**config.mk**
```make
export PLATFORM = sky130hd
export DESIGN_NAME = grid_aligned_alarm_scheduler
export DESIGN_NICKNAME = d
export VERILOG_FILES = /design/src/rtl/gaas_pkg.sv /design/src/rtl/gaas_rem.sv /design/src/rtl/grid_aligned_alarm_scheduler.sv
export SDC_FILE = /design/constraint.sdc
export NUM_CORES = 1
export LEC_CHECK = 0
export ABC_AREA = 1
export BUFFER_PORTS_ARGS = -buffer_cell sky130_fd_sc_hd__buf_2
export CAP_MARGIN = 25
export CORE_MARGIN = 1.5
export CORE_UTILIZATION = 45
export CTS_BUF_LIST = sky130_fd_sc_hd__clkbuf_4 sky130_fd_sc_hd__clkbuf_8
export DETAILED_ROUTE_END_ITERATION = 10
export GPL_ROUTABILITY_DRIVEN = 0
export PLACE_DENSITY = 0.64
export RECOVER_POWER = 50
export SETUP_SLACK_MARGIN = 0.2
export SYNTH_ARGS = -nofsm -noshare
export SYNTH_HDL_FRONTEND = slang
export SYNTH_SLANG_ARGS = --single-unit
```
**constraint.sdc**
```tcl
create_clock -name aclk -period 7.2 [get_ports aclk]
set_input_delay 1.44 -clock aclk [delete_from_list [all_inputs] [get_ports aclk]]
set_output_delay 1.44 -clock aclk [all_outputs]
set_load 0.1 [all_outputs]
```
**src/rtl/gaas_pkg.sv**
```systemverilog
// shared widths and event kind codes for the grid-aligned alarm scheduler
`timescale 1ns / 1ps

package gaas_pkg;

    localparam int TIME_W = 32;
    localparam int IVL_W  = 17;
    localparam int KIND_W = 3;
    localparam int STEP_W = $clog2(TIME_W);

    localparam logic [KIND_W-1:0] KIND_START    = 3'd0;
    localparam logic [KIND_W-1:0] KIND_POLL     = 3'd1;
    localparam logic [KIND_W-1:0] KIND_ADVANCE  = 3'd2;
    localparam logic [KIND_W-1:0] KIND_MARK     = 3'd3;
    localparam logic [KIND_W-1:0] KIND_SANITY   = 3'd4;
    localparam logic [KIND_W-1:0] KIND_FAILSAFE = 3'd5;

    typedef logic [TIME_W-1:0] epoch_t;
    typedef logic [IVL_W-1:0]  ivl_t;

endpackage

```
**src/rtl/gaas_rem.sv**
```systemverilog
// bit-serial restoring remainder unit: epoch modulo grid interval, one bit per cycle
`timescale 1ns / 1ps

module gaas_rem (
    input  logic            aclk,
    input  logic            aresetn,
    input  logic            start,
    input  gaas_pkg::epoch_t dividend,
    input  gaas_pkg::ivl_t   divisor,
    output logic            done,
    output gaas_pkg::ivl_t   remainder
);
    import gaas_pkg::*;

    localparam logic [STEP_W-1:0] LAST_STEP = STEP_W'(TIME_W - 1);

    logic              run_reg;
    logic              done_reg;
    logic [STEP_W-1:0] cnt_reg;
    epoch_t            dvd_reg;
    ivl_t              div_reg;
    ivl_t              rem_reg;

    logic [IVL_W:0]    trial;
    logic [IVL_W:0]    diff;
    ivl_t              rem_next;

    // shift in the next dividend bit, subtract the divisor when it fits
    always_comb begin
        trial = {rem_reg, dvd_reg[TIME_W-1]};
        diff  = trial - {1'b0, div_reg};
        if (trial >= {1'b0, div_reg}) begin
            rem_next = diff[IVL_W-1:0];
        end else begin
            rem_next = trial[IVL_W-1:0];
        end
    end

    always_ff @(posedge aclk) begin
        if (!aresetn) begin
            run_reg  <= 1'b0;
            done_reg <= 1'b0;
            cnt_reg  <= '0;
        end else begin
            done_reg <= 1'b0;
            if (start) begin
                run_reg <= 1'b1;
                cnt_reg <= '0;
            end else if (run_reg) begin
                cnt_reg <= cnt_reg + 1'b1;
                if (cnt_reg == LAST_STEP) begin
                    run_reg  <= 1'b0;
                    done_reg <= 1'b1;
                end
            end
        end
    end

    always_ff @(posedge aclk) begin
        if (start) begin
            dvd_reg <= dividend;
            div_reg <= divisor;
            rem_reg <= '0;
        end else if (run_reg) begin
            dvd_reg <= {dvd_reg[TIME_W-2:0], 1'b0};
            rem_reg <= rem_next;
        end
    end

    assign done      = done_reg;
    assign remainder = rem_reg;

endmodule

```
**src/rtl/grid_aligned_alarm_scheduler.sv**
```systemverilog
// top level of the grid-aligned alarm scheduler: config registers, event sequencer, result register
`timescale 1ns / 1ps

// Takes one event at a time. Poll, mark, unused kinds and events that find nothing to do
// go from idle straight to the done state and load their result into the output register
// as soon as it is free. Start, sanity and failsafe realignments and an advance that has to
// step the target first run the bit-serial remainder unit, which works out the epoch (for an
// advance, its distance past the target) modulo the interval; then the grid point is formed,
// a realignment corrects it in the adjust state, and the done state loads the result. s_ready is
// high while the sequencer is idle, also while a result waits in the output register; a
// result still waiting on m_ready holds the next event in the sequencer until it leaves.
// Configuration is written through the APB port; an interval of zero acts as one second.
module grid_aligned_alarm_scheduler (
    input  logic                         aclk,
    input  logic                         aresetn,
    // configuration
    input  logic                         psel,
    input  logic                         penable,
    input  logic                         pwrite,
    input  logic [4:0]                   paddr,
    input  logic [31:0]                  pwdata,
    output logic [31:0]                  prdata,
    output logic                         pready,
    // events
    input  logic                         s_valid,
    output logic                         s_ready,
    input  logic [gaas_pkg::KIND_W-1:0]  s_kind,
    input  gaas_pkg::epoch_t             s_now_epoch,
    input  logic                         s_alarm_flag,
    // results
    output logic                         m_valid,
    input  logic                         m_ready,
    output logic                         m_fire,
    output logic                         m_program_strobe,
    output logic                         m_clear_strobe,
    output gaas_pkg::epoch_t             m_target_epoch,
    output gaas_pkg::epoch_t             m_anchor_epoch
);
    import gaas_pkg::*;

    localparam logic [2:0] REG_CLOCK_PRESENT = 3'd0;
    localparam logic [2:0] REG_INTERVAL      = 3'd1;
    localparam logic [2:0] REG_MAX_AHEAD     = 3'd2;
    localparam logic [2:0] REG_SILENCE       = 3'd3;
    localparam logic [2:0] REG_FAILSAFE_ON   = 3'd4;

    localparam logic [1:0] ST_IDLE = 2'd0;
    localparam logic [1:0] ST_CALC = 2'd1;
    localparam logic [1:0] ST_ADJ  = 2'd2;
    localparam logic [1:0] ST_DONE = 2'd3;

    localparam logic [2:0] ACT_NONE     = 3'd0;
    localparam logic [2:0] ACT_START    = 3'd1;
    localparam logic [2:0] ACT_ADVANCE  = 3'd2;
    localparam logic [2:0] ACT_SANITY   = 3'd3;
    localparam logic [2:0] ACT_FAILSAFE = 3'd4;

    // configuration registers
    logic   clock_present_reg;
    ivl_t   interval_reg;
    epoch_t max_ahead_reg;
    epoch_t silence_reg;
    logic   failsafe_on_reg;

    // scheduler state
    epoch_t target_reg;
    epoch_t anchor_reg;
    epoch_t last_fire_reg;

    logic [1:0] state_reg;
    logic [2:0] act_reg;
    epoch_t     now_reg;
    epoch_t     grid_reg;
    logic       fire_p_reg;
    logic       prog_p_reg;
    logic       clr_p_reg;

    logic       m_valid_reg;
    logic       m_fire_reg;
    logic       m_prog_reg;
    logic       m_clr_reg;
    epoch_t     m_target_reg;
    epoch_t     m_anchor_reg;

    logic       cfg_write;
    logic       accept;
    logic       live;
    logic       target_set;
    ivl_t       eff_ivl;
    logic [2:0] act_next;
    logic       fire_next;
    logic       prog_next;
    logic       clr_next;
    epoch_t     rem_dividend;
    epoch_t     ahead;
    epoch_t     gap;
    logic       rem_done;
    ivl_t       rem_val;
    ivl_t       step_up;
    logic       out_free;

    assign pready    = 1'b1;
    assign cfg_write = psel && penable && pwrite;
    assign s_ready   = (state_reg == ST_IDLE);
    assign accept    = s_valid && s_ready;
    assign live      = clock_present_reg;
    assign target_set = (target_reg != '0);
    assign eff_ivl   = (interval_reg == '0) ? IVL_W'(1) : interval_reg;
    assign ahead     = target_reg - s_now_epoch;
    assign gap       = s_now_epoch - last_fire_reg;
    assign step_up   = eff_ivl - rem_val;
    assign out_free  = !m_valid_reg || m_ready;

    always_comb begin
        unique case (paddr[4:2])
            REG_CLOCK_PRESENT: prdata = {31'b0, clock_present_reg};
            REG_INTERVAL:      prdata = {{(32-IVL_W){1'b0}}, interval_reg};
            REG_MAX_AHEAD:     prdata = max_ahead_reg;
            REG_SILENCE:       prdata = silence_reg;
            REG_FAILSAFE_ON:   prdata = {31'b0, failsafe_on_reg};
            default:           prdata = '0;
        endcase
    end

    // decide at transfer what the event does and whether it needs the remainder unit
    always_comb begin
        act_next     = ACT_NONE;
        fire_next    = 1'b0;
        prog_next    = 1'b0;
        clr_next     = 1'b0;
        rem_dividend = s_now_epoch;
        case (s_kind)
            KIND_START: begin
                if (live) begin
                    act_next  = ACT_START;
                    prog_next = 1'b1;
                end
            end
            KIND_POLL: begin
                fire_next = live && target_set && (s_alarm_flag || s_now_epoch >= target_reg);
            end
            KIND_ADVANCE: begin
                if (live && target_set) begin
                    clr_next  = 1'b1;
                    prog_next = 1'b1;
                    if (target_reg <= s_now_epoch) begin
                        act_next     = ACT_ADVANCE;
                        rem_dividend = s_now_epoch - target_reg;
                    end
                end
            end
            KIND_SANITY: begin
                if (live && target_set && target_reg >= s_now_epoch && ahead > max_ahead_reg) begin
                    act_next  = ACT_SANITY;
                    prog_next = 1'b1;
                end
            end
            KIND_FAILSAFE: begin
                if (failsafe_on_reg && live && target_set && gap > silence_reg) begin
                    act_next  = ACT_FAILSAFE;
                    prog_next = 1'b1;
                    fire_next = 1'b1;
                end
            end
            default: begin
            end
        endcase
    end

    gaas_rem u_rem (
        .aclk      (aclk),
        .aresetn   (aresetn),
        .start     (accept && (act_next != ACT_NONE)),
        .dividend  (rem_dividend),
        .divisor   (eff_ivl),
        .done      (rem_done),
        .remainder (rem_val)
    );

    always_ff @(posedge aclk) begin
        if (!aresetn) begin
            clock_present_reg <= 1'b0;
            interval_reg      <= IVL_W'(60);
            max_ahead_reg     <= TIME_W'(3600);
            silence_reg       <= TIME_W'(600);
            failsafe_on_reg   <= 1'b1;
            target_reg        <= '0;
            anchor_reg        <= '0;
            last_fire_reg     <= '0;
            state_reg         <= ST_IDLE;
            act_reg           <= ACT_NONE;
            m_valid_reg       <= 1'b0;
        end else begin
            if (cfg_write) begin
                unique case (paddr[4:2])
                    REG_CLOCK_PRESENT: clock_present_reg <= pwdata[0];
                    REG_INTERVAL:      interval_reg      <= pwdata[IVL_W-1:0];
                    REG_MAX_AHEAD:     max_ahead_reg     <= pwdata;
                    REG_SILENCE:       silence_reg       <= pwdata;
                    REG_FAILSAFE_ON:   failsafe_on_reg   <= pwdata[0];
                    default: begin
                    end
                endcase
            end

            if (state_reg == ST_DONE && out_free) begin
                m_valid_reg <= 1'b1;
            end else if (m_ready) begin
                m_valid_reg <= 1'b0;
            end

            unique case (state_reg)
                ST_IDLE: begin
                    if (accept) begin
                        act_reg <= act_next;
                        if (s_kind == KIND_MARK && failsafe_on_reg) begin
                            last_fire_reg <= s_now_epoch;
                        end
                        state_reg <= (act_next != ACT_NONE) ? ST_CALC : ST_DONE;
                    end
                end
                ST_CALC: begin
                    if (rem_done) begin
                        state_reg <= ST_ADJ;
                    end
                end
                ST_ADJ: begin
                    // alignment only: a grid point that wrapped to or below now moves one more step
                    if (act_reg != ACT_ADVANCE && grid_reg <= now_reg) begin
                        target_reg <= grid_reg + {{(TIME_W-IVL_W){1'b0}}, eff_ivl};
                        if (act_reg == ACT_START || act_reg == ACT_SANITY) begin
                            anchor_reg <= grid_reg + {{(TIME_W-IVL_W){1'b0}}, eff_ivl};
                        end
                    end else begin
                        target_reg <= grid_reg;
                        if (act_reg == ACT_START || act_reg == ACT_SANITY) begin
                            anchor_reg <= grid_reg;
                        end
                    end
                    if ((act_reg == ACT_START && failsafe_on_reg) || act_reg == ACT_FAILSAFE) begin
                        last_fire_reg <= now_reg;
                    end
                    state_reg <= ST_DONE;
                end
                ST_DONE: begin
                    if (out_free) begin
                        state_reg <= ST_IDLE;
                    end
                end
                default: begin
                    state_reg <= ST_IDLE;
                end
            endcase
        end
    end

    // payload path
    always_ff @(posedge aclk) begin
        if (accept) begin
            now_reg    <= s_now_epoch;
            fire_p_reg <= fire_next;
            prog_p_reg <= prog_next;
            clr_p_reg  <= clr_next;
        end
        if (state_reg == ST_CALC && rem_done) begin
            grid_reg <= now_reg + {{(TIME_W-IVL_W){1'b0}}, step_up};
        end
        if (state_reg == ST_DONE && out_free) begin
            m_fire_reg   <= fire_p_reg;
            m_prog_reg   <= prog_p_reg;
            m_clr_reg    <= clr_p_reg;
            m_target_reg <= target_reg;
            m_anchor_reg <= anchor_reg;
        end
    end

    assign m_valid          = m_valid_reg;
    assign m_fire           = m_fire_reg;
    assign m_program_strobe = m_prog_reg;
    assign m_clear_strobe   = m_clr_reg;
    assign m_target_epoch   = m_target_reg;
    assign m_anchor_epoch   = m_anchor_reg;

endmodule

```
==> flow_summary.html <==
<table>
<tr><th>Metric</th><th>Value</th></tr>
<tr><th colspan="2">Outcome</th></tr>
<tr><td>Run status</td><td>finished, violations left</td></tr>
<tr><td>Violated checks</td><td>max-capacitance violations, max-slew violations</td></tr>
<tr><th colspan="2">Floorplan</th></tr>
<tr><td>Area inside the core boundary</td><td>0.06058 mm^2</td></tr>
<tr><td>Standard-cell row count</td><td>90</td></tr>
<tr><td>Number of ports placed on the die boundary</td><td>182</td></tr>
<tr><td>Starting Density</td><td>0.4568</td></tr>
<tr><td>Die height</td><td>251.0 um</td></tr>
<tr><td>Die area</td><td>0.06299 mm^2</td></tr>
<tr><td>Horizontal extent of the die</td><td>251.0 um</td></tr>
<tr><th colspan="2">Timing</th></tr>
<tr><td>Count of final max-slew check failures</td><td>303</td></tr>
<tr><td>Max Clock Freq</td><td>0.1605 GHz</td></tr>
<tr><td>Post-layout minimum cycle time</td><td>6231 ps</td></tr>
<tr><td>Final worst-path cycle share</td><td>0.8654</td></tr>
<tr><td>Relative slew slack</td><td>-1.034</td></tr>
<tr><td>Number of hold-slack violations in the final timing report</td><td>0</td></tr>
<tr><td>Setup Viol. Count Final</td><td>0</td></tr>
<tr><td>Skew final</td><td>46.98 ps</td></tr>
<tr><td>Worst-margin pin slew</td><td>3051 ps</td></tr>
<tr><td>Sum of negative setup slack</td><td>0 ps</td></tr>
<tr><td>Final Hold Slack</td><td>419.7 ps</td></tr>
<tr><td>RSZ-0062 raised after global routing</td><td>false</td></tr>
<tr><th colspan="2">CTS</th></tr>
<tr><td>Max Buffers Root-to-Sink</td><td>3</td></tr>
<tr><td>Root buf cell</td><td>sky130_fd_sc_hd__clkbuf_8</td></tr>
<tr><td>Total clock sinks</td><td>392</td></tr>
<tr><td>H-Tree Depth</td><td>3</td></tr>
<tr><td>CTS Hold Buffers Added</td><td>0</td></tr>
<tr><td>Post-cts sizing count</td><td>0</td></tr>
<tr><td>Insertion delay of the later-clocked pin in the worst-skew pair</td><td>680 ps</td></tr>
<tr><td>Clock buffer count from CTS</td><td>72</td></tr>
<tr><td>Clock tree from TritonCTS</td><td>yes</td></tr>
<tr><td>Clock edge transition at the registers on the reported setup and hold paths</td><td>60 ps</td></tr>
<tr><td>Setup Fix Bufs, Post-CTS</td><td>0</td></tr>
<tr><th colspan="2">Logic synthesis</th></tr>
<tr><td>Number of enable flip-flop cells after synthesis</td><td>183</td></tr>
<tr><td>Post-Syn Area per Cell</td><td>7.435 um^2</td></tr>
<tr><td>Warnings, synthesis</td><td>0</td></tr>
<tr><td>Library cell occupying the most area in the post-synthesis netlist</td><td>sky130_fd_sc_hd__edfxtp_1</td></tr>
<tr><td>Leading cell type by number of instances after synthesis</td><td>sky130_fd_sc_hd__nand2_1</td></tr>
<tr><td>Net count of the mapped netlist</td><td>4,073</td></tr>
<tr><td>Top cells by area in the synthesized netlist</td><td>sky130_fd_sc_hd__edfxtp_1 (20%), sky130_fd_sc_hd__dfxtp_1 (15%), sky130_fd_sc_hd__ha_1 (12%)</td></tr>
<tr><td>Share of the synthesized area in the top cell type</td><td>0.1986</td></tr>
<tr><td>Share of async-settable or async-resettable flops after synthesis</td><td>0</td></tr>
<tr><td>Post-synthesis instance total</td><td>3,722</td></tr>
<tr><td>Post-synthesis cell type count</td><td>60</td></tr>
<tr><td>Most frequent cells after synthesis</td><td>sky130_fd_sc_hd__nand2_1 (814), sky130_fd_sc_hd__inv_1 (513), sky130_fd_sc_hd__a21oi_1 (331), sky130_fd_sc_hd__ha_1 (264), sky130_fd_sc_hd__o21ai_0 (248)</td></tr>
<tr><td>Seq cells post-synth</td><td>392</td></tr>
<tr><td>Top FF cell, synth</td><td>sky130_fd_sc_hd__dfxtp_1</td></tr>
<tr><td>Total standard cell area after synthesis</td><td>0.02767 mm^2</td></tr>
<tr><td>Share of synthesized area occupied by flip-flops and latches</td><td>0.3498</td></tr>
<tr><th colspan="2">GRT</th></tr>
<tr><td>Number of global-route vias before repair</td><td>23,420</td></tr>
<tr><td>Largest net degree at the start of global routing</td><td>108</td></tr>
<tr><td>Remaining global-route overflow</td><td>0</td></tr>
<tr><td>First-pass GRT wire length</td><td>137,600 um</td></tr>
<tr><td>Initial antenna violation count</td><td>11</td></tr>
<tr><td>Aggregate global-route resource usage</td><td>0.2866</td></tr>
<tr><th colspan="2">Placement</th></tr>
<tr><td>Post-placement cell count</td><td>4,587</td></tr>
<tr><td>Number of port buffers</td><td>178</td></tr>
<tr><td>Post-detailed-placement half-perimeter wirelength</td><td>71,770 um</td></tr>
<tr><th colspan="2">Detailed routing</th></tr>
<tr><td>Number of violations reported at the end of detailed-routing iteration 0</td><td>2,311</td></tr>
<tr><td>Detailed route wirelength on metal3</td><td>7402 um</td></tr>
<tr><td>Met2 WL post-DR</td><td>40,290 um</td></tr>
<tr><td>Wirelength per Cell</td><td>19.45 um</td></tr>
<tr><td>Total Wirelength</td><td>91,910 um</td></tr>
<tr><td>Detailed-route via count</td><td>25,790</td></tr>
<tr><td>Top routing layer used</td><td>met5</td></tr>
<tr><td>Length of routed wiring on met1</td><td>39,300 um</td></tr>
<tr><td>Via-to-Cell Ratio</td><td>5.460</td></tr>
<tr><td>Routed Antenna Nets</td><td>0</td></tr>
<tr><td>DRC Markers</td><td>0</td></tr>
<tr><td>Detailed-routing iteration count for the pre-antenna-repair pass</td><td>8</td></tr>
<tr><th colspan="2">Setup path</th></tr>
<tr><td>Endpoint class of the critical path</td><td>flip-flop</td></tr>
<tr><td>Crit-path max FO</td><td>36</td></tr>
<tr><td>Startpoint kind of the worst setup timing path</td><td>primary input</td></tr>
<tr><td>Depth of the worst register-to-register path</td><td>27</td></tr>
<tr><td>Slowest cell on crit path</td><td>sky130_fd_sc_hd__clkbuf_1</td></tr>
<tr><td>Worst EP required</td><td>7490 ps</td></tr>
<tr><td>Worst Path Class, Setup</td><td>primary input to flip-flop</td></tr>
<tr><td>Top cell by count, worst path</td><td>sky130_fd_sc_hd__nand2_1</td></tr>
<tr><td>Arrival @ worst endpoint</td><td>6520 ps</td></tr>
<tr><td>Largest stage delay on the critical path</td><td>430 ps</td></tr>
<tr><th colspan="2">Layout</th></tr>
<tr><td>Fillers</td><td>6,186</td></tr>
<tr><td>Relative area change from synthesis to final layout</td><td>10.95%</td></tr>
<tr><td>Fraction of final layout cells sized beyond drive strength 1</td><td>0.07696</td></tr>
<tr><td>Final core utilization</td><td>0.5068</td></tr>
<tr><td>Cell Count, Final, Fillers Out</td><td>4,724</td></tr>
<tr><td>Final #Nets</td><td>4,230</td></tr>
<tr><th colspan="2">Hold path</th></tr>
<tr><td>Class of the most critical hold timing path</td><td>flip-flop to flip-flop</td></tr>
<tr><td>Hold path depth</td><td>0</td></tr>
<tr><th colspan="2">Power</th></tr>
<tr><td>Static leakage power</td><td>0.01410 uW</td></tr>
<tr><td>Overall power consumption</td><td>10,970 uW</td></tr>
<tr><td>Cell area power density</td><td>357.3 mW/mm^2</td></tr>
<tr><td>Peak ir drop on the vdd network</td><td>0.0001452 V</td></tr>
<tr><th colspan="2">Job</th></tr>
<tr><td>Max-cap viol count</td><td>6</td></tr>
</table>
==> report_power, final <==
group	switching [uW]	leakage, uW	total, uW	internal (uW)
clock	989	0.000844	2350	1360
combinational	3780	0.00986	5530	1760
sequential	321	0.00339	3080	2760
total	5080	0.0141	11000	5880
==> worst max-delay path: cells and delay by family <==
family	cells	cell delay, ps
compound gates	4	890
xor+xnor	1	390
fa+ha+maj	2	590
buf+inv	5	1490
simple gates	13	1660
==> layout make-up <==
class / instances / area, um^2 / share of cell area
multi-input cells: 2671 / 15450 / 0.5032
diodes: 5 / 12.51 / 0.0004075
inverters: 526 / 1974 / 0.06431
clock buffers: 111 / 1378 / 0.04487
repair buffers: 216 / 1026 / 0.03342
flip-flops and latches: 392 / 9679 / 0.3153
well taps: 782 / 978.4 / 0.03187
clock inverters: 21 / 205.2 / 0.006684
==> layout by cell type, fill, tap and decap left out, types with 24 or more instances in the layout <==
cell type / instances
sky130_fd_sc_hd__a21o_1: 24
sky130_fd_sc_hd__a21oi_1: 331
sky130_fd_sc_hd__a31oi_1: 44
sky130_fd_sc_hd__buf_2: 101
sky130_fd_sc_hd__clkbuf_1: 93
sky130_fd_sc_hd__clkbuf_4: 24
sky130_fd_sc_hd__clkbuf_8: 87
sky130_fd_sc_hd__dfxtp_1: 209
sky130_fd_sc_hd__edfxtp_1: 183
sky130_fd_sc_hd__ha_1: 263
sky130_fd_sc_hd__inv_1: 512
sky130_fd_sc_hd__nand2_1: 814
sky130_fd_sc_hd__nand3_1: 238
sky130_fd_sc_hd__nand4_1: 29
sky130_fd_sc_hd__nor2_1: 244
sky130_fd_sc_hd__nor3_1: 45
sky130_fd_sc_hd__o21a_1: 52
sky130_fd_sc_hd__o21ai_0: 248
sky130_fd_sc_hd__xnor2_1: 35
sky130_fd_sc_hd__xor2_1: 123
==> final timing paths <==
path,start,to,slack [ps]
setup / recovery,s_now_epoch[1],u_rem.dvd_reg[26]$_DFFE_PP_,970
hold / removal,clr_p_reg$_SDFFCE_PP0P_,m_clear_strobe$_DFFE_PP_,420
setup reg to reg,interval_reg[10]$_SDFFE_PN0P_,grid_reg[25]$_DFFE_PP_,1210
hold reg to reg,clr_p_reg$_SDFFCE_PP0P_,m_clear_strobe$_DFFE_PP_,420
==> cells by family after synthesis <==
kind of cell,synth area share
xor gates and xnor gates,0.05001
AOI/OAI and AO/OA,0.1666
DFF,0.3498
and+or+nand+nor,0.2168
buffers and inverters,0.09224
adders and majority gates,0.1244
other,0.0001355
==> per-layer routing <==
| layer | track usage | up-vias |
|---|---|---|
| met5 | 0 | - |
| met4 | 0.1446 | 12 |
| met3 | 0.05684 | 222 |
| met2 | 0.4474 | 1030 |
| met1 | 0.3778 | 11790 |
| li1 | - | 12740 |
==> stage by stage <==
step	instance area, um^2	worst slack, ps
4_1_cts	30860	1463
5_1_grt	30700	597.1
3_3_place_gp	29280	852.6
3_5_place_dp	29280	804.8
2_1_floorplan	27670	1502
6_report	30700	969.1
Power figures use the tool's default switching activity.
